<file path="src/lcar_pkg.sv">
package lcar_pkg;

  localparam int DATA_BITS = 24;
  localparam int SUM_W     = 32;
  localparam int CNT_W     = 8;
  localparam int HALF_W    = 16;
  localparam int PULSE_W   = 5;
  localparam int DIVS_W    = CNT_W + 1;

  localparam logic [DATA_BITS-1:0] SIGN_FLIP    = 24'h800000;
  localparam logic [CNT_W-1:0]     TARE_SAMPLES = 8'd20;

  // register indexes of the configuration channel
  localparam logic [1:0] CFG_GAIN_PULSES   = 2'd0;
  localparam logic [1:0] CFG_HALF_PERIOD   = 2'd1;
  localparam logic [1:0] CFG_AVERAGE_COUNT = 2'd2;
  localparam logic [1:0] CFG_OFFSET        = 2'd3;

  typedef enum logic [1:0] {
    PH_IDLE,
    PH_HIGH,
    PH_LOW
  } phase_t;

  typedef enum logic {
    TOP_RUN,
    TOP_DIV
  } top_state_t;

  // serial front end status for the current tick
  typedef struct packed {
    logic                 conv_done;
    logic                 high_nxt;
    logic                 active_nxt;
    logic [DATA_BITS-1:0] word;
  } ser_stat_t;

endpackage

</file>
<file path="src/lcar_serial.sv">
module lcar_serial (
  input  logic                      clk,
  input  logic                      rst_n,
  input  logic                      step,
  input  logic                      dout,
  input  logic                      pd,
  input  logic [1:0]                gain_pulses,
  input  logic [lcar_pkg::HALF_W-1:0] half_period,
  output lcar_pkg::ser_stat_t       stat
);
  import lcar_pkg::*;

  phase_t               phase_r, phase_nxt;
  logic [HALF_W-1:0]    half_r, half_nxt;
  logic [PULSE_W-1:0]   pulse_r, pulse_nxt;
  logic [DATA_BITS-1:0] shift_r, shift_nxt;
  logic [DATA_BITS-1:0] shifted;
  logic [HALF_W-1:0]    hp;
  logic [PULSE_W-1:0]   pulse_inc;
  logic [PULSE_W-1:0]   pulse_end;
  logic                 done;

  assign hp        = (half_period == '0) ? HALF_W'(1) : half_period;
  assign pulse_inc = pulse_r + PULSE_W'(1);
  assign pulse_end = PULSE_W'(DATA_BITS) + PULSE_W'(gain_pulses);
  // one data bit enters as each low phase ends, msb first
  assign shifted   = (pulse_r < PULSE_W'(DATA_BITS)) ? {shift_r[DATA_BITS-2:0], dout}
                                                     : shift_r;

  // next state
  always_comb begin
    phase_nxt = phase_r;
    half_nxt  = half_r;
    pulse_nxt = pulse_r;
    shift_nxt = shift_r;
    done      = 1'b0;
    if (pd) begin
      phase_nxt = PH_IDLE;
      half_nxt  = '0;
      pulse_nxt = '0;
      shift_nxt = '0;
    end else begin
      case (phase_r)
        PH_IDLE: begin
          if (!dout) begin
            phase_nxt = PH_HIGH;
            half_nxt  = HALF_W'(1);
            pulse_nxt = '0;
            shift_nxt = '0;
          end
        end
        PH_HIGH: begin
          if (half_r >= hp) begin
            phase_nxt = PH_LOW;
            half_nxt  = HALF_W'(1);
          end else begin
            half_nxt = half_r + HALF_W'(1);
          end
        end
        PH_LOW: begin
          if (half_r < hp) begin
            half_nxt = half_r + HALF_W'(1);
          end else if (pulse_inc < pulse_end) begin
            shift_nxt = shifted;
            pulse_nxt = pulse_inc;
            phase_nxt = PH_HIGH;
            half_nxt  = HALF_W'(1);
          end else begin
            done      = 1'b1;
            phase_nxt = PH_IDLE;
            half_nxt  = '0;
            pulse_nxt = '0;
            shift_nxt = '0;
          end
        end
        default: begin
          phase_nxt = PH_IDLE;
        end
      endcase
    end
  end

  // outputs
  always_comb begin
    stat.conv_done  = done;
    stat.high_nxt   = (phase_nxt == PH_HIGH);
    stat.active_nxt = (phase_nxt != PH_IDLE);
    stat.word       = shifted;
  end

  always_ff @(posedge clk) begin
    if (!rst_n) begin
      phase_r <= PH_IDLE;
      half_r  <= '0;
      pulse_r <= '0;
      shift_r <= '0;
    end else if (step) begin
      phase_r <= phase_nxt;
      half_r  <= half_nxt;
      pulse_r <= pulse_nxt;
      shift_r <= shift_nxt;
    end
  end

endmodule

</file>
<file path="src/lcar_div.sv">
module lcar_div (
  input  logic                       clk,
  input  logic                       rst_n,
  input  logic                       start,
  input  logic [lcar_pkg::SUM_W-1:0]  dividend,
  input  logic [lcar_pkg::DIVS_W-1:0] divisor,
  output logic                       done,
  output logic [lcar_pkg::SUM_W-1:0]  quotient
);
  import lcar_pkg::*;

  localparam int STEP_W = $clog2(SUM_W);

  logic              busy_r, busy_nxt;
  logic              done_r, done_nxt;
  logic [STEP_W-1:0] step_r, step_nxt;
  logic [SUM_W-1:0]  quo_r, quo_nxt;
  logic [DIVS_W-1:0] rem_r, rem_nxt;
  logic [DIVS_W-1:0] dvs_r, dvs_nxt;
  logic [DIVS_W:0]   trial;
  logic [DIVS_W:0]   diff;
  logic              ge;

  // restoring division, one quotient bit per cycle
  assign trial = {rem_r, quo_r[SUM_W-1]};
  assign ge    = (trial >= {1'b0, dvs_r});
  assign diff  = trial - {1'b0, dvs_r};

  always_comb begin
    busy_nxt = busy_r;
    done_nxt = 1'b0;
    step_nxt = step_r;
    quo_nxt  = quo_r;
    rem_nxt  = rem_r;
    dvs_nxt  = dvs_r;
    if (start) begin
      busy_nxt = 1'b1;
      step_nxt = '0;
      quo_nxt  = dividend;
      rem_nxt  = '0;
      dvs_nxt  = divisor;
    end else if (busy_r) begin
      quo_nxt  = {quo_r[SUM_W-2:0], ge};
      rem_nxt  = ge ? diff[DIVS_W-1:0] : trial[DIVS_W-1:0];
      step_nxt = step_r + STEP_W'(1);
      if (step_r == STEP_W'(SUM_W - 1)) begin
        busy_nxt = 1'b0;
        done_nxt = 1'b1;
      end
    end
  end

  always_ff @(posedge clk) begin
    if (!rst_n) begin
      busy_r <= 1'b0;
      done_r <= 1'b0;
      step_r <= '0;
    end else begin
      busy_r <= busy_nxt;
      done_r <= done_nxt;
      step_r <= step_nxt;
    end
  end

  always_ff @(posedge clk) begin
    quo_r <= quo_nxt;
    rem_r <= rem_nxt;
    dvs_r <= dvs_nxt;
  end

  assign done     = done_r;
  assign quotient = quo_r;

endmodule

</file>
<file path="src/load_cell_adc_reader.sv">
// channel  dir  handshake              payload
// in_      in   in_tvalid/in_tready    in_tdata: one time tick with the data pin sample
// out_     out  out_tvalid/out_tready  out_tdata: pin level, averaged value and status
// cfg_     in   cfg_valid/cfg_ready    cfg_index, cfg_data: register write
//
// a tick that completes no averaging group puts a word into the output register,
// and the next tick can be taken while that word is read out
// a tick that completes a group waits for the bit-serial divider (32 quotient
// bits, then the done register); in_tready is low meanwhile
// in_tready is also low while a finished word sits unread in the output register
// synchronous active-low reset; no clearing pass, held offset resets to zero
module load_cell_adc_reader (
  input  logic        clk,
  input  logic        rst_n,

  input  logic        in_tvalid,
  output logic        in_tready,
  input  logic [7:0]  in_tdata,   // [0] dout_level, [1] power_down, [2] tare_request

  output logic        out_tvalid,
  input  logic        out_tready,
  output logic [31:0] out_tdata,  // [0] sck_level, [1] value_valid, [25:2] net_value,
                                  // [26] tare_done, [27] busy_res

  input  logic        cfg_valid,
  output logic        cfg_ready,
  input  logic [1:0]  cfg_index,
  input  logic [23:0] cfg_data    // register value, low bits used
);
  import lcar_pkg::*;

  // configuration registers
  logic [1:0]           gain_pulses_r;
  logic [HALF_W-1:0]    half_period_r;
  logic [CNT_W-1:0]     average_count_r;
  logic [DATA_BITS-1:0] held_offset_r, held_offset_nxt;

  // averaging state
  top_state_t           state_r, state_nxt;
  logic [SUM_W-1:0]     sum_r, sum_nxt;
  logic [CNT_W-1:0]     cnt_r, cnt_nxt;
  logic                 tare_pending_r, tare_pending_nxt;
  logic                 div_tare_r, div_tare_nxt;

  // output register
  logic                 out_valid_r, out_valid_nxt;
  logic                 out_sck_r, out_sck_nxt;
  logic                 out_vv_r, out_vv_nxt;
  logic [DATA_BITS-1:0] out_net_r, out_net_nxt;
  logic                 out_tdone_r, out_tdone_nxt;
  logic                 out_busy_r, out_busy_nxt;

  logic                 in_dout, in_pd, in_tare;
  logic                 accept;
  logic                 cfg_write;
  ser_stat_t            ser;

  logic                 tare_new, tp1;
  logic [SUM_W-1:0]     sum1, sum2;
  logic [CNT_W-1:0]     cnt1, cnt2, avg_eff, target;
  logic                 complete;
  logic [DIVS_W-1:0]    divisor;
  logic                 div_start, div_done;
  logic [SUM_W-1:0]     quotient;
  logic [DATA_BITS-1:0] avg;
  logic [DATA_BITS-1:0] net;

  assign in_dout   = in_tdata[0];
  assign in_pd     = in_tdata[1];
  assign in_tare   = in_tdata[2];
  assign accept    = in_tvalid && in_tready;
  assign cfg_ready = 1'b1;
  assign cfg_write = cfg_valid && cfg_ready;

  // serial clock generator and bit shifter
  lcar_serial u_serial (
    .clk         (clk),
    .rst_n       (rst_n),
    .step        (accept),
    .dout        (in_dout),
    .pd          (in_pd),
    .gain_pulses (gain_pulses_r),
    .half_period (half_period_r),
    .stat        (ser)
  );

  // group average, once per group
  lcar_div u_div (
    .clk      (clk),
    .rst_n    (rst_n),
    .start    (div_start),
    .dividend (sum2),
    .divisor  (divisor),
    .done     (div_done),
    .quotient (quotient)
  );

  // a tare request restarts the group before this tick's conversion counts
  assign tare_new = in_tare && !tare_pending_r;
  assign tp1      = tare_pending_r || in_tare;
  assign sum1     = tare_new ? '0 : sum_r;
  assign cnt1     = tare_new ? '0 : cnt_r;
  assign sum2     = sum1 + SUM_W'(ser.word ^ SIGN_FLIP);
  assign cnt2     = cnt1 + CNT_W'(1);
  assign avg_eff  = (average_count_r == '0) ? CNT_W'(1) : average_count_r;
  assign target   = tp1 ? TARE_SAMPLES : avg_eff;
  assign complete = ser.conv_done && ((cnt2 == '0) || (cnt2 >= target));
  // a wrapped count means 256 conversions
  assign divisor  = {cnt2 == '0, cnt2};

  assign avg = quotient[DATA_BITS-1:0];
  assign net = (avg > held_offset_r) ? avg - held_offset_r : '0;

  // next state
  always_comb begin
    state_nxt = state_r;
    case (state_r)
      TOP_RUN: begin
        if (accept && complete) begin
          state_nxt = TOP_DIV;
        end
      end
      TOP_DIV: begin
        if (div_done) begin
          state_nxt = TOP_RUN;
        end
      end
      default: begin
        state_nxt = TOP_RUN;
      end
    endcase
  end

  // handshake outputs
  always_comb begin
    in_tready = (state_r == TOP_RUN) && (!out_valid_r || out_tready);
    div_start = (state_r == TOP_RUN) && accept && complete;
  end

  // group accumulation and output word
  always_comb begin
    sum_nxt          = sum_r;
    cnt_nxt          = cnt_r;
    tare_pending_nxt = tare_pending_r;
    div_tare_nxt     = div_tare_r;
    held_offset_nxt  = held_offset_r;
    out_valid_nxt    = out_valid_r && !out_tready;
    out_sck_nxt      = out_sck_r;
    out_vv_nxt       = out_vv_r;
    out_net_nxt      = out_net_r;
    out_tdone_nxt    = out_tdone_r;
    out_busy_nxt     = out_busy_r;

    if (accept) begin
      if (complete) begin
        sum_nxt          = '0;
        cnt_nxt          = '0;
        tare_pending_nxt = 1'b0;
        div_tare_nxt     = tp1;
      end else begin
        sum_nxt          = ser.conv_done ? sum2 : sum1;
        cnt_nxt          = ser.conv_done ? cnt2 : cnt1;
        tare_pending_nxt = tp1;
        out_valid_nxt    = 1'b1;
        out_sck_nxt      = in_pd || ser.high_nxt;
        out_vv_nxt       = 1'b0;
        out_net_nxt      = '0;
        out_tdone_nxt    = 1'b0;
        out_busy_nxt     = ser.active_nxt || (cnt_nxt != '0) || tp1;
      end
    end

    // group finished: converter is idle and the group is empty again
    if (div_done) begin
      out_valid_nxt = 1'b1;
      out_sck_nxt   = 1'b0;
      out_busy_nxt  = 1'b0;
      out_vv_nxt    = !div_tare_r;
      out_tdone_nxt = div_tare_r;
      out_net_nxt   = div_tare_r ? '0 : net;
      if (div_tare_r) begin
        held_offset_nxt = avg;
      end
    end

    if (cfg_write && (cfg_index == CFG_OFFSET)) begin
      held_offset_nxt = cfg_data;
    end
  end

  always_ff @(posedge clk) begin
    if (!rst_n) begin
      gain_pulses_r   <= 2'd1;
      half_period_r   <= HALF_W'(20);
      average_count_r <= CNT_W'(1);
    end else if (cfg_write) begin
      case (cfg_index)
        CFG_GAIN_PULSES:   gain_pulses_r   <= cfg_data[1:0];
        CFG_HALF_PERIOD:   half_period_r   <= cfg_data[HALF_W-1:0];
        CFG_AVERAGE_COUNT: average_count_r <= cfg_data[CNT_W-1:0];
        default: ;
      endcase
    end
  end

  always_ff @(posedge clk) begin
    if (!rst_n) begin
      state_r        <= TOP_RUN;
      sum_r          <= '0;
      cnt_r          <= '0;
      tare_pending_r <= 1'b0;
      div_tare_r     <= 1'b0;
      held_offset_r  <= '0;
      out_valid_r    <= 1'b0;
    end else begin
      state_r        <= state_nxt;
      sum_r          <= sum_nxt;
      cnt_r          <= cnt_nxt;
      tare_pending_r <= tare_pending_nxt;
      div_tare_r     <= div_tare_nxt;
      held_offset_r  <= held_offset_nxt;
      out_valid_r    <= out_valid_nxt;
    end
  end

  always_ff @(posedge clk) begin
    out_sck_r   <= out_sck_nxt;
    out_vv_r    <= out_vv_nxt;
    out_net_r   <= out_net_nxt;
    out_tdone_r <= out_tdone_nxt;
    out_busy_r  <= out_busy_nxt;
  end

  assign out_tvalid = out_valid_r;
  assign out_tdata  = {4'b0, out_busy_r, out_tdone_r, out_net_r, out_vv_r, out_sck_r};

  // the divider never finishes into an occupied output register
  a_div_slot_free: assert property (@(posedge clk) disable iff (!rst_n)
    div_done |-> !out_valid_r)
    else $error("divider result while output word pending");

  // a word never reports a value and a tare at once
  a_vv_tdone_excl: assert property (@(posedge clk) disable iff (!rst_n)
    out_valid_r |-> !(out_vv_r && out_tdone_r))
    else $error("value and tare flagged together");

  // net value is zero unless a value is reported
  a_net_zero: assert property (@(posedge clk) disable iff (!rst_n)
    (out_valid_r && !out_vv_r) |-> (out_net_r == '0))
    else $error("net value without value_valid");

  // a finished tare leaves no pending request behind
  a_tare_cleared: assert property (@(posedge clk) disable iff (!rst_n)
    (div_done && div_tare_r) |=> !tare_pending_r)
    else $error("tare still pending after offset update");

endmodule
</file>
<file path="config.mk">
export PLATFORM = sky130hd
export DESIGN_NAME = load_cell_adc_reader
export DESIGN_NICKNAME = d
export VERILOG_FILES = /design/src/lcar_pkg.sv /design/src/lcar_serial.sv /design/src/lcar_div.sv /design/src/load_cell_adc_reader.sv
export SDC_FILE = /design/constraint.sdc
export NUM_CORES = 1
export LEC_CHECK = 0
export BUFFER_PORTS_ARGS = -buffer_cell sky130_fd_sc_hd__buf_2
export CORE_MARGIN = 2
export CORE_UTILIZATION = 60
export DETAILED_ROUTE_END_ITERATION = 7
export PLACE_DENSITY_LB_ADDON = 0.15
export SLEW_MARGIN = 25
export SYNTH_ARGS = -nofsm -noshare
export SYNTH_HDL_FRONTEND = slang
export SYNTH_HIERARCHICAL = 1
export SYNTH_SLANG_ARGS = --single-unit
</file>
<file path="constraint.sdc">
create_clock -name clk -period 7.9 [get_ports clk]
set_clock_uncertainty 0.05 [all_clocks]
set_input_delay 1.58 -clock clk [delete_from_list [all_inputs] [get_ports clk]]
set_output_delay 1.58 -clock clk [all_outputs]
set_load 0.02 [all_outputs]
</file>
## Word level (Yosys, flattened, before mapping)

Cells that the tools add are included.
Widths: inputs -> output; s select.

| cells by class | value |
|---|---|
| bitwise logic cells | 5 |
| equal/unequal tests | 10 |
| mux-type cells | 62 |
| reductions and logical operators | 43 |
| add/sub/neg operators | 8 |
| magnitude comparators | 7 |

Operators with widths:

| kind | count |
|---|---|
| $mux 24 | 13 |
| $mux 32 | 5 |
| $mux 16 | 5 |
| $pmux 16 s3 | 1 |
| $pmux 24 s2 | 1 |
| $mux 8 | 5 |
| $add 32x24->32 | 1 |
| $gt 24x24->1 | 1 |
| $sub 24x24->24 | 1 |
| $mux 1 | 20 |
| $mux 5 | 4 |
| $add 16x1->16 const B | 1 |
| $ge 16x16->1 | 1 |
| $logic_not 16->1 | 1 |
| $logic_not 8->1 | 2 |
| $lt 16x16->1 | 1 |
| $reduce_and 2->1 | 7 |
| $add 5x1->5 const B | 2 |
| $ge 10x9->1 | 1 |
| $pmux 5 s2 | 1 |
| $reduce_bool 2->1 | 5 |
| $logic_and 1x1->1 | 9 |
| $mux 9 | 1 |
| $sub 9x9->9 | 1 |
| other kinds (24) | 45 |

| word-level totals | value |
|---|---|
| register bits | 226 |
| output and inout port bits | 35 |
| input port bits | 39 |
| logic and storage cells | 160 |

## Logic depth before layout (Yosys ltp)

Gate-level depths: netlist of the first run.

| logic depth | value |
|---|---|
| depth in word-level cells | 10 |
| gate-level depth with buffers | 19 |
| gate-level depth less buffers | 15 |

## Modules after synthesis

The synthesis of the first run kept the hierarchy.

Modules (own cells, without submodules):

| module | area an instance (um^2) | instances | sequential area each (um^2) | cells each |
|---|---|---|---|---|
| load_cell_adc_reader | 8232.9 | 1 | 2702.6 | 979 |
| lcar_serial | 3340.7 | 1 | 940.9 | 397 |
| lcar_div | 2796.4 | 1 | 1551.5 | 216 |

## Worst setup path after synthesis of the first run

OpenSTA, ideal clock, no wires.

| timing | value |
|---|---|
| path type | input-to-reg |
| start point | in in_tdata[2] |
| end point | reg u_div.quo_r[0], in the netlist u_div/quotient[0], enable pin |
| required time | 7475 ps |
| path slack | 1631 ps |
| arrival | 5845 ps |
| path buffers | 6 |
| library setup time | 375 ps |
| stages on the path | 19 |
| cell sequence | nand2b_1 -> clkbuf_1 -> clkbuf_1 -> clkbuf_1 -> and2_1 -> ha_1 -> nand3_1 -> xor2_1 -> nor2_1 -> ha_1 -> nand2_1 -> o31ai_1 -> maj3_2 -> a21o_1 -> and3_1 -> clkbuf_1 -> clkbuf_1 -> clkbuf_1 -> or2_2 |

| on the way | value |
|---|---|
| longest elaborated chain between the ends | 8 |
| elaborated cells between the ends (all ways) | 11 |
| those cells by class | add/sub (1); order compare (1); mux (2); reduce/logical (7) |

Ends and longest elaborated chain:

| element | RTL line | source |
|---|---|---|
| start, declared | load_cell_adc_reader.sv:18 | `input logic [7:0] in_tdata,` |
| $logic_and 1x1->1 (*) | load_cell_adc_reader.sv:99 | `assign tare_new = in_tare && !tare_pending_r;` |
| $mux 8 (*) | load_cell_adc_reader.sv:102 | `assign cnt1 = tare_new ? '0 : cnt_r;` |
| $add 8x1->8 (*) | load_cell_adc_reader.sv:104 | `assign cnt2 = cnt1 + CNT_W'(1);` |
| net cnt2[4] | load_cell_adc_reader.sv:60 | `logic [CNT_W-1:0] cnt1, cnt2, avg_eff, target;` |
| $ge 8x8->1 or $logic_not 8->1 (tied branches) | load_cell_adc_reader.sv:107 | `assign complete = ser.conv_done && ((cnt2 == '0) \|\| (cnt2 >= target));` |
| $logic_or 1x1->1 (*) | load_cell_adc_reader.sv:107 |  |
| $logic_and 1x1->1 (*) | load_cell_adc_reader.sv:107 |  |
| $logic_and 1x1->1 (*) | load_cell_adc_reader.sv:137 | `div_start = (state_r == TOP_RUN) && accept && complete;` |
| net div_start | load_cell_adc_reader.sv:63 | `logic div_start, div_done;` |
| $reduce_bool 2->1 (no source line) (*) | -- |  |
| end signal, assigned | lcar_div.sv:66 | `quo_r <= quo_nxt;` |
| end, declared | lcar_div.sv:17 | `logic [SUM_W-1:0] quo_r, quo_nxt;` |

The timed path passes the listed nets; every way through them passes the cells marked *.
A chain may end at the register's enable or synchronous reset.

## Worst setup path after layout of the first run

| timing | value |
|---|---|
| start point | in in_tdata[2] |
| end point | reg out_net_r[15], enable pin |

| on the way | value |
|---|---|
| longest elaborated chain between the ends | 8 |
| elaborated cells between the ends (all ways) | 11 |
| those cells by class | add/sub (1); order compare (1); eq/ne (1); mux (2); reduce/logical (6) |

Ends and longest elaborated chain:

| element | RTL line | source |
|---|---|---|
| $logic_and 1x1->1 (*) | load_cell_adc_reader.sv:99 |  |
| $mux 8 (*) | load_cell_adc_reader.sv:102 |  |
| $add 8x1->8 (*) | load_cell_adc_reader.sv:104 |  |
| net cnt2[2] | load_cell_adc_reader.sv:60 |  |
| $ge 8x8->1 or $logic_not 8->1 (tied branches) | load_cell_adc_reader.sv:107 |  |
| $logic_or 1x1->1 (*) | load_cell_adc_reader.sv:107 |  |
| $logic_and 1x1->1 (*) | load_cell_adc_reader.sv:107 |  |
| $ne 2x1->1 (no source line) (*) | -- |  |
| $reduce_and 2->1 (no source line) (*) | -- |  |
| end signal, assigned | load_cell_adc_reader.sv:229 | `out_net_r <= out_net_nxt;` |
| end, declared | load_cell_adc_reader.sv:49 | `logic [DATA_BITS-1:0] out_net_r, out_net_nxt;` |

Marks and branches as above.

==> results of run 1 <==
cells by family after synthesis:
group | synth area share
compound gates | 0.217
simple gates | 0.198
mux | 0.0551
xor+xnor | 0.0335
fa+ha+maj | 0.0842
flops | 0.362
other cells | 0.000523
buf+inv | 0.0501
layout by cell type, fill, tap and decap left out, types with 37 or more instances in the layout:
cell type    n
nand3_1     45
a21boi_0    38
edfxtp_1    67
nor3_1      39
inv_1       84
mux2_2      57
ha_1        91
nand2_1    182
a21oi_1     59
dfxtp_1    159
nor2_1      94
buf_2       62
o21ai_0     50
and2_1      37
stage by stage:
stage / total power (uW) / instance area [um2] / utilization
floorplan: 1450 / 14400 / -
global placement: 1510 / 14800 / 0.631
detailed placement: 1520 / 14800 / 0.631
CTS: 2780 / 15700 / 0.669
global route: 2850 / 15700 / 0.669
finish: 2760 / 15700 / 0.669
final cells by class:
cell class	instances	area, um2	share of cell area
multi-input combinational	1198	8490	0.540
timing repair buffer	74	400	0.0255
tap	319	399	0.0254
sequential	226	5190	0.331
antenna	1	2.50	0.000159
inverter	85	319	0.0203
clock inverter	6	104	0.00661
clock buffer	42	802	0.0510
worst max-delay path, cell delays in order:
cell	delay (ns)
buf_2	0.13
nand2b_1	0.13
buf_4	0.42
nand2_1	0.15
xnor2_1	0.20
ha_1	0.23
a2111oi_0	0.37
o31ai_1	0.15
maj3_2	0.39
a221oi_4	0.67
or2_2	0.69
routing by layer:
metal | share of wire | wire length, um | up-vias | track usage
met2 | 0.47 | 15900 | 301 | 0.452
met1 | 0.45 | 15100 | 5687 | 0.353
li1 | - | - | 5835 | -
met5 | 0 | 0 | - | 0
met3 | 0.059 | 1990 | 56 | 0.0347
met4 | 0.024 | 798 | 0 | 0.0771
sequential cells by signal, summed over array words and instances (netlist names), 2 cells and up:
name	count
sum_r	32
u_div/quotient	32
held_offset_r	24
out_net_r	24
u_serial/shift_r	24
half_period_r	16
u_serial/half_r	16
u_div/dvs_r	9
u_div/rem_r	9
average_count_r	8
cnt_r	8
u_div/step_r	5
u_serial/pulse_r	5
gain_pulses_r	2
u_serial/phase_r	2
final timing paths:
kind / slack [ns] / endpoint / cells after the start / start
worst max-delay path: 2.85 / out_net_r[15] / 11 / in_tdata[2]
worst min-delay path: 0.41 / u_serial/shift_r[21] / 2 / u_serial/shift_r[21]
worst max register to register: 3.33 / out_net_r[15] / 12 / half_period_r[8]
worst min register to register: 0.41 / u_serial/shift_r[21] / 2 / u_serial/shift_r[21]
where the power goes:
group,internal (uW),switching (uW),leakage (uW)
Clock,788,480,0.000444
Combinational,95.8,167,0.00386
Sequential,1220,16.1,0.00193
Total,2100,663,0.00624
==> metrics.md, run 1 <==
| Metric | Value |
|---|---|
| Status | `completed` |
| Max-Cap Viols | `0` |
| Hold Slack | `0.406 ns` |
| Dpl cells | `around 1.9k` |
| CP Capture Type | `flip-flop` |
| Hold Fails Final Rpt | `0` |
| Number of global-route vias before repair | `11.4k` |
| Area leader, netlist | `dfxtp_1` |
| P_leak | `~0.0062 uW` |
| Root buf cell | `clkbuf_16` |
| Gr ovfl total | `0` |
| Critical path fanouts, max | `40` |
| Initial Util | `0.612` |
| Fin Setup TNS | `0 ns` |
| Post-synth EDFFs | `between 60 and 70` |
| Initial antenna violation count | `1` |
| Syn avg cell area | `9.03 um2` |
| Initial drt markers | `982` |
| Synth Cell Area | `14400 um2` |
| Number of H-tree levels | `1` |
| Wirelength, routed | `33800 um` |
| Cells after Synth | `between 1.5k and 2k` |
| RePlAce Congestion | `0.891` |
| Final std cells w/o fill | `just under 2k` |
| Synthesis-to-finish area growth | `9.34%` |
| Remaining DRCs | `0` |
| I/O Buffers | `63` |
| Main synth FF type | `dfxtp_1` |
| Routed vias | `11.9k` |
| Count leader, synth | `nand2_1` |
| Die H | `159 um` |
| HP Class | `flip-flop to flip-flop` |
| Pre-CTS setup slack | `2.36 ns` |
| Hold-fix buffers, CTS | `0` |
| Yosys top cell area share | `0.222` |
| RSZ-0062 raised after global routing | `no` |
| Fmax | `198 MHz` |
| Final setup fails | `0` |
| Synth area leaders | `dfxtp_1, edfxtp_1, ha_1` |
| Yosys cell types | `98` |
| Buffers inserted by post-CTS timing repair | `0` |
| WL/cell | `17.3 um` |
| Fraction of the cycle the final worst path needs | `0.639` |
| CP required | `8.01 ns` |
| Tmin final | `5.05 ns` |
| Clock-pin slew on the worst setup and hold paths | `0.06 ns` |
| Sink Count | `226` |
| # rows | `56` |
| Antenna viol nets, final | `0` |
| Clk Latency, worst-skew pair | `0.53 ns` |
| Slew Viols, Final | `0` |
| Synth Register Bits | `226` |
| Die area | `25200 um2` |
| Post-synthesis sequential area ratio | `0.362` |
| Worst Path Class, Setup | `input pin to flip-flop` |
| Post-CTS Resized | `0` |
| Clock Path Buffers | `3` |
| Synth async-reset ratio | `0` |
| Fillers | `1926` |
| Vias per cell | `6.09` |
| Final nets | `about 1.7k` |
| Yosys Warn Count | `6` |
| Synth cell count leaders | `nand2_1, dfxtp_1, nor2_1` |
| HPWL Detailed | `23700 um` |
| Crit path launch type | `input pin` |
| CTS tree | `built` |
| Post-route setup slack | `2.85 ns` |
| Core Area | `approximately 23000 um2` |
| Die width | `roughly 160 um` |
| Largest net degree at the start of global routing | `66` |
| I/O pin total | `74` |
| Slew @ Worst Pin | `0.961 ns` |
| Max-slew headroom | `0.359` |
| Global-route wire length before repair | `56200 um` |
| Peak supply drop | `153 uV` |
| DR pass1 iterations | `5` |
| CP Data Arrival Time | `5.16 ns` |
| Num CTS Buffers | `26` |
| Layout cells sized above 1 | `0.131` |
| Pwr/cell area | `176 nW/um2` |
| GRT Total Usage | `0.265` |
Power figures use the tool's default switching activity.
==> run 2, diff against run 1 <==
==> constraint.sdc (replaced) <==
create_clock -name clk -period 4.93 [get_ports clk]
set_clock_uncertainty 0.05 [all_clocks]
set_input_delay 0.986 -clock clk [delete_from_list [all_inputs] [get_ports clk]]
set_output_delay 0.986 -clock clk [all_outputs]
set_load 0.02 [all_outputs]
==> metrics.md, run 2 (synthesis results as in run 1) <==
| Metric | Value |
|---|---|
| Global-route wire length before repair | `57700 um (was 56200 um)` |
| Tmin final | `4.33 ns` |
| Fraction of the cycle the final worst path needs | `0.879` |
| CP Data Arrival Time | `4.57 ns (was 5.16 ns)` |
| CP Capture Type | `flip-flop (unchanged)` |
| CTS tree | `built (unchanged)` |
| Largest net degree at the start of global routing | `90 (was 66)` |
| Clock-pin slew on the worst setup and hold paths | `0.06 ns (about the same)` |
| CP required | `5.17 ns (was 8.01 ns)` |
| GRT Total Usage | `0.273 (was 0.265)` |
| Die width | `159 um (unchanged)` |
| Final std cells w/o fill | `1969 (was 1951)` |
| # rows | `56 (unchanged)` |
| I/O pin total | `74 (unchanged)` |
| HPWL Detailed | `25100 um (was 23700 um)` |
| Post-CTS Resized | `0 (unchanged)` |
| Die H | `159 um (unchanged)` |
| Reg2reg end | `u_div/quotient[31] (was out_net_r[15])` |
| Critical path fanouts, max | `16 (was 40)` |
| Status | `completed (unchanged)` |
| RePlAce Congestion | `0.897 (was 0.891)` |
| I/O Buffers | `63 (unchanged)` |
| Gr ovfl total | `0 (unchanged)` |
| Buffers inserted by post-CTS timing repair | `0 (unchanged)` |
| P_leak | `0.00631 uW (was 0.00624 uW)` |
| Final setup fails | `0 (unchanged)` |
| Initial drt markers | `848 (was 982)` |
| Vias per cell | `6.07 (was 6.09)` |
| Pwr/cell area | `275 nW/um2 (was 176 nW/um2)` |
| Worst Path Class, Setup | `flip-flop to flip-flop (was input pin to flip-flop)` |
| Root buf cell | `clkbuf_16 (unchanged)` |
| WHS Path Cells | `2 (unchanged)` |
| Slew @ Worst Pin | `0.974 ns (was 0.961 ns)` |
| Crit path launch type | `flip-flop (was input pin)` |
| Clock Path Buffers | `3 (unchanged)` |
| Fin Setup TNS | `0 ns (unchanged)` |
| Dpl cells | `1919 (was 1902)` |
| Clk Latency, worst-skew pair | `0.53 ns (about the same)` |
| Hold Fails Final Rpt | `0 (unchanged)` |
| Wirelength, routed | `34800 um (was 33800 um)` |
| Slew Viols, Final | `0 (unchanged)` |
| Remaining DRCs | `0 (unchanged)` |
| Layout cells sized above 1 | `0.139 (was 0.131)` |
| Commonest non-fill, non-tap cells in the layout | `nand2_1, dfxtp_1, nor2_1 (unchanged)` |
| Hold Crit Start | `u_serial/shift_r[23] (was u_serial/shift_r[21])` |
| Die area | `25200 um2 (unchanged)` |
| Reg2reg setup slack | `0.60 ns (was 3.33 ns)` |
| Routed vias | `12.0k (was 11.9k)` |
| HP Class | `flip-flop to flip-flop (unchanged)` |
| Antenna viol nets, final | `0 (unchanged)` |
| Num CTS Buffers | `27 (was 26)` |
| Max-Cap Viols | `0 (unchanged)` |
| DR pass1 iterations | `5 (unchanged)` |
| Sink Count | `226 (unchanged)` |
| Number of H-tree levels | `1 (unchanged)` |
| Final nets | `1762 (was 1744)` |
| Fillers | `1996 (was 1926)` |
| Synthesis-to-finish area growth | `10.2% (was 9.34%)` |
| Initial antenna violation count | `1 (unchanged)` |
| RSZ-0062 raised after global routing | `no (unchanged)` |
| Fmax | `approximately 230 MHz` |
| Startpoint of the worst register-to-register path | `u_serial/pulse_r[4] (was half_period_r[8])` |
| Peak supply drop | `231 uV (was 153 uV)` |
| Endpoint, Worst Hold | `u_serial/shift_r[23] (was u_serial/shift_r[21])` |
| Core Area | `23500 um2 (unchanged)` |
| Initial Util | `0.612 (unchanged)` |
| Max-slew headroom | `0.350 (was 0.359)` |
| Hold-fix buffers, CTS | `0 (unchanged)` |
| Number of global-route vias before repair | `11.6k (was 11.4k)` |
| Multi-input gate area | `8500 um2 (was 8490 um2)` |
| WL/cell | `17.7 um (was 17.3 um)` |
| Reg area | `5190 um2 (unchanged)` |
| Leading cell type in the layout, fill and taps excluded | `nand2_1 (unchanged)` |
| Worst reg2reg path depth | `12 (unchanged)` |
[run 2: cell types whose count changed in the layout (fill, tap and decap cells not counted), sizes merged]
cell,previous run,this run
clkbuf,42,39
bufinv,3,1
clkinv,3,7
clkinvlp,0,2
buf,74,91
[run 2: worst max-delay path, stage by stage, from the launching register on]
cell and delay, ns:
dfxtp_1 0.41, nand2_1 0.45, mux2_2 0.48, ha_1 0.42, nand4_1 0.15, or3_1 0.39
a211o_1 0.26, o211ai_1 0.20, a41oi_1 0.30, o21ai_2 0.39, and2_1 0.23, xnor2_1 0.08
mux2_2 0.26
[run 2: layout make-up]
| class | instances | area share |
|---|---|---|
| clock buffers | 39 | 0.0500 |
| flip-flops and latches | 226 | 0.328 |
| clock inverters | 10 | 0.00490 |
| multi-input cells | 1198 | 0.537 |
| diodes | 1 | 0.000158 |
| repair buffers | 91 | 0.0349 |
| well taps | 319 | 0.0252 |
| inverters | 85 | 0.0201 |
[run 2: worst max-delay path by stage]
stage,start,endpoint,slack [ns],cells past startpoint
2_1_floorplan,in_tdata[2],u_div/quotient[0],0.03,16
3_3_place_gp,in_tdata[2],u_div/quotient[0],0.42,16
3_5_place_dp,in_tdata[2],u_div/quotient[31],0.33,14
4_1_cts,u_serial/pulse_r[4],u_div/quotient[31],0.64,12
5_1_grt,u_serial/pulse_r[4],u_div/quotient[31],0.36,12
6_report,u_serial/pulse_r[4],u_div/quotient[31],0.60,12
[run 2: per-stage QoR]
stage | hold slack (ns) | area, um2 | setup WS (ns) | total power (uW) | util
6_report | 0.396 | 15800 | 0.599 | 4360 | 0.675
5_1_grt | 0.426 | 15800 | 0.362 | 4500 | 0.675
4_1_cts | 0.401 | 15800 | 0.644 | 4380 | 0.674
3_5_place_dp | 0.391 | 15000 | 0.331 | 2440 | 0.637
3_3_place_gp | 0.383 | 15000 | 0.415 | 2420 | 0.637
2_1_floorplan | 0.367 | 14400 | 0.0256 | 2320 | -
[run 2: routing by layer]
| layer | wire length, um | track usage | vias up |
|---|---|---|---|
| li1 | - | - | 5865 |
| met3 | 1720 | 0.0311 | 67 |
| met1 | 15600 | 0.365 | 5729 |
| met5 | 0 | 0 | - |
| met4 | 1030 | 0.0842 | 0 |
| met2 | 16400 | 0.465 | 299 |
[run 2: report_power, final]
part | switching, uW | internal [uW] | total (uW)
sequential | 26.5 | 1950 | 1970
clock | 795 | 1160 | 1960
combinational | 269 | 160 | 428
==> run 3, diff against run 2 <==
--- a/config.mk
+++ b/config.mk
@@ -9,9 +9,10 @@
 export CORE_MARGIN = 2
 export CORE_UTILIZATION = 60
 export DETAILED_ROUTE_END_ITERATION = 7
-export PLACE_DENSITY_LB_ADDON = 0.15
+export PLACE_DENSITY = 0.75
 export SLEW_MARGIN = 25
 export SYNTH_ARGS = -nofsm -noshare
 export SYNTH_HDL_FRONTEND = slang
 export SYNTH_HIERARCHICAL = 1
 export SYNTH_SLANG_ARGS = --single-unit
+export TNS_END_PERCENT = 20
==> metrics.md, run 3 (synthesis results as in run 1) <==
| Metric | Value |
|---|---|
| Status | `completed (unchanged)` |
| CP Data Arrival Time | `4.57 ns (about the same)` |
| Pwr/cell area | `276 nW/um2 (was 275 nW/um2)` |
| Synthesis-to-finish area growth | `10.1% (was 10.2%)` |
| Wirelength, routed | `34300 um (was 34800 um)` |
| Power Internal | `3290 uW (was 3270 uW)` |
| Flop pwr share | `0.452 (was 0.453)` |
| WL met1 | `15200 um (was 15600 um)` |
| Initial antenna violation count | `1 (unchanged)` |
| Dpl cells | `1914 (was 1919)` |
| Antenna viol nets, final | `0 (unchanged)` |
| Worst Path Class, Setup | `flip-flop to flip-flop (unchanged)` |
| Hold-fix buffers, CTS | `0 (unchanged)` |
| HP Class | `flip-flop to flip-flop (unchanged)` |
| Post-CTS Resized | `0 (unchanged)` |
| Layout cells sized above 1 | `0.139 (about the same)` |
| Clock share of power | `0.451 (was 0.449)` |
| RePlAce Congestion | `0.940 (was 0.897)` |
| Slew @ Worst Pin | `1.02 ns (was 0.974 ns)` |
| CP Capture Type | `flip-flop (unchanged)` |
| Final setup fails | `0 (unchanged)` |
| Root buf cell | `clkbuf_16 (unchanged)` |
| Max-Cap Viols | `0 (unchanged)` |
| RSZ-0062 raised after global routing | `no (unchanged)` |
| Die area | `25200 um2 (unchanged)` |
| Switching power | `1080 uW (was 1090 uW)` |
| Sw Share | `0.247 (was 0.250)` |
| HPWL Detailed | `24900 um (was 25100 um)` |
| Hold Fails Final Rpt | `0 (unchanged)` |
| Fin Setup TNS | `0 ns (unchanged)` |
| Critical path fanouts, max | `16 (unchanged)` |
| Vias per cell | `6.05 (was 6.07)` |
| Buffers inserted by post-CTS timing repair | `0 (unchanged)` |
| Die H | `159 um (unchanged)` |
| Final nets | `1756 (was 1762)` |
| Sink Count | `226 (unchanged)` |
| Detail Route met2 WL | `16100 um (was 16400 um)` |
| Routed vias | `11.9k (was 12.0k)` |
| Number of H-tree levels | `1 (unchanged)` |
| CP required | `5.16 ns (was 5.17 ns)` |
| WL/cell | `17.5 um (was 17.7 um)` |
| Peak supply drop | `258 uV (was 231 uV)` |
| Gr ovfl total | `0 (unchanged)` |
| Tmin final | `4.35 ns (was 4.33 ns)` |
| Die width | `159 um (unchanged)` |
| Num CTS Buffers | `26 (was 27)` |
| P_leak | `0.00629 uW (was 0.00631 uW)` |
| Max-slew headroom | `0.316 (was 0.350)` |
| Remaining DRCs | `0 (unchanged)` |
| Fraction of the cycle the final worst path needs | `0.882 (was 0.879)` |
| Fillers | `1884 (was 1996)` |
| I/O pin total | `74 (unchanged)` |
| Number of global-route vias before repair | `11.5k (was 11.6k)` |
| I/O Buffers | `63 (unchanged)` |
| Crit path launch type | `flip-flop (unchanged)` |
| Initial Util | `0.612 (unchanged)` |
| Clk Latency, worst-skew pair | `0.54 ns (was 0.53 ns)` |
| Slew Viols, Final | `0 (unchanged)` |
| CTS tree | `built (unchanged)` |
| Fmax | `230 MHz (was 231 MHz)` |
| WL met3 | `1860 um (was 1720 um)` |
| Final std cells w/o fill | `1963 (was 1969)` |
| Commonest non-fill, non-tap cells in the layout | `nand2_1, dfxtp_1, nor2_1 (unchanged)` |
| Largest net degree at the start of global routing | `71 (was 90)` |
| Clock-pin slew on the worst setup and hold paths | `0.06 ns (about the same)` |
| Leading cell type in the layout, fill and taps excluded | `nand2_1 (unchanged)` |
| # rows | `56 (unchanged)` |
| Initial drt markers | `859 (was 848)` |
| Top Layer Used | `met4 (unchanged)` |
| Global-route wire length before repair | `56900 um (was 57700 um)` |
| Core Area | `23500 um2 (unchanged)` |
| GRT Total Usage | `0.269 (was 0.273)` |
| Clock Path Buffers | `3 (unchanged)` |
| DR pass1 iterations | `7 (was 5)` |
| Comb power frac | `0.097 (was 0.098)` |
run 3: critical path, stage by stage, from the launching register on:
cell and delay [ns]:
dfxtp_1 0.41, nand2_1 0.46, mux2_2 0.49, ha_1 0.43, nand4_1 0.14, or3_1 0.39, a211o_1 0.26, o211ai_1 0.19
a41oi_1 0.35, o21ai_1 0.35, nor2b_1 0.20, xnor2_1 0.09, mux2_2 0.27
run 3: cell type report:
type	instances	area, um2	area share
Sequential cell	226	5190	0.328
Clock buffer	35	756	0.0478
Clock inverter	13	133	0.00838
Tap cell	319	399	0.0252
Timing Repair Buffer	86	528	0.0334
Antenna cell	1	2.50	0.000158
Inverter	85	319	0.0202
Multi-Input combinational cell	1198	8490	0.537
run 3: per-stage QoR:
step / hold slack [ns] / setup WS, ns / cell area, um2 / total power, uW / utilization
finish: 0.402 / 0.583 / 15800 / 4370 / 0.674
CTS: 0.407 / 0.646 / 15800 / 4400 / 0.674
detailed placement: 0.390 / 0.216 / 14900 / 2430 / 0.636
global route: 0.427 / 0.325 / 15800 / 4530 / 0.674
floorplan: 0.367 / 0.0256 / 14400 / 2320 / -
global placement: 0.381 / 0.260 / 14900 / 2420 / 0.636
run 3: layer usage:
metal	track usage	vias to the layer above
li1	-	5853
met1	0.355	5636
met2	0.459	320
met3	0.0319	71
met4	0.0867	0
met5	0	-
run 3: path summary, 6_finish.rpt:
| check | cells past startpoint | start | to | slack, ns |
|---|---|---|---|---|
| max | 12 | u_serial/pulse_r[4] | u_div/quotient[25] | 0.58 |
| min | 2 | sum_r[9] | sum_r[9] | 0.40 |
| max reg2reg | 12 | u_serial/pulse_r[4] | u_div/quotient[25] | 0.58 |
| min reg2reg | 2 | sum_r[9] | sum_r[9] | 0.40 |
run 3: power by group through the flow:
stage | clock network (uW) | registers [uW] | logic, uW
6_report | 1970 | 1970 | 424
5_1_grt | 2080 | 1980 | 469
4_1_cts | 2010 | 1970 | 421
3_5_place_dp | 0 | 2010 | 418
3_3_place_gp | 0 | 2010 | 409
2_1_floorplan | 0 | 2020 | 303
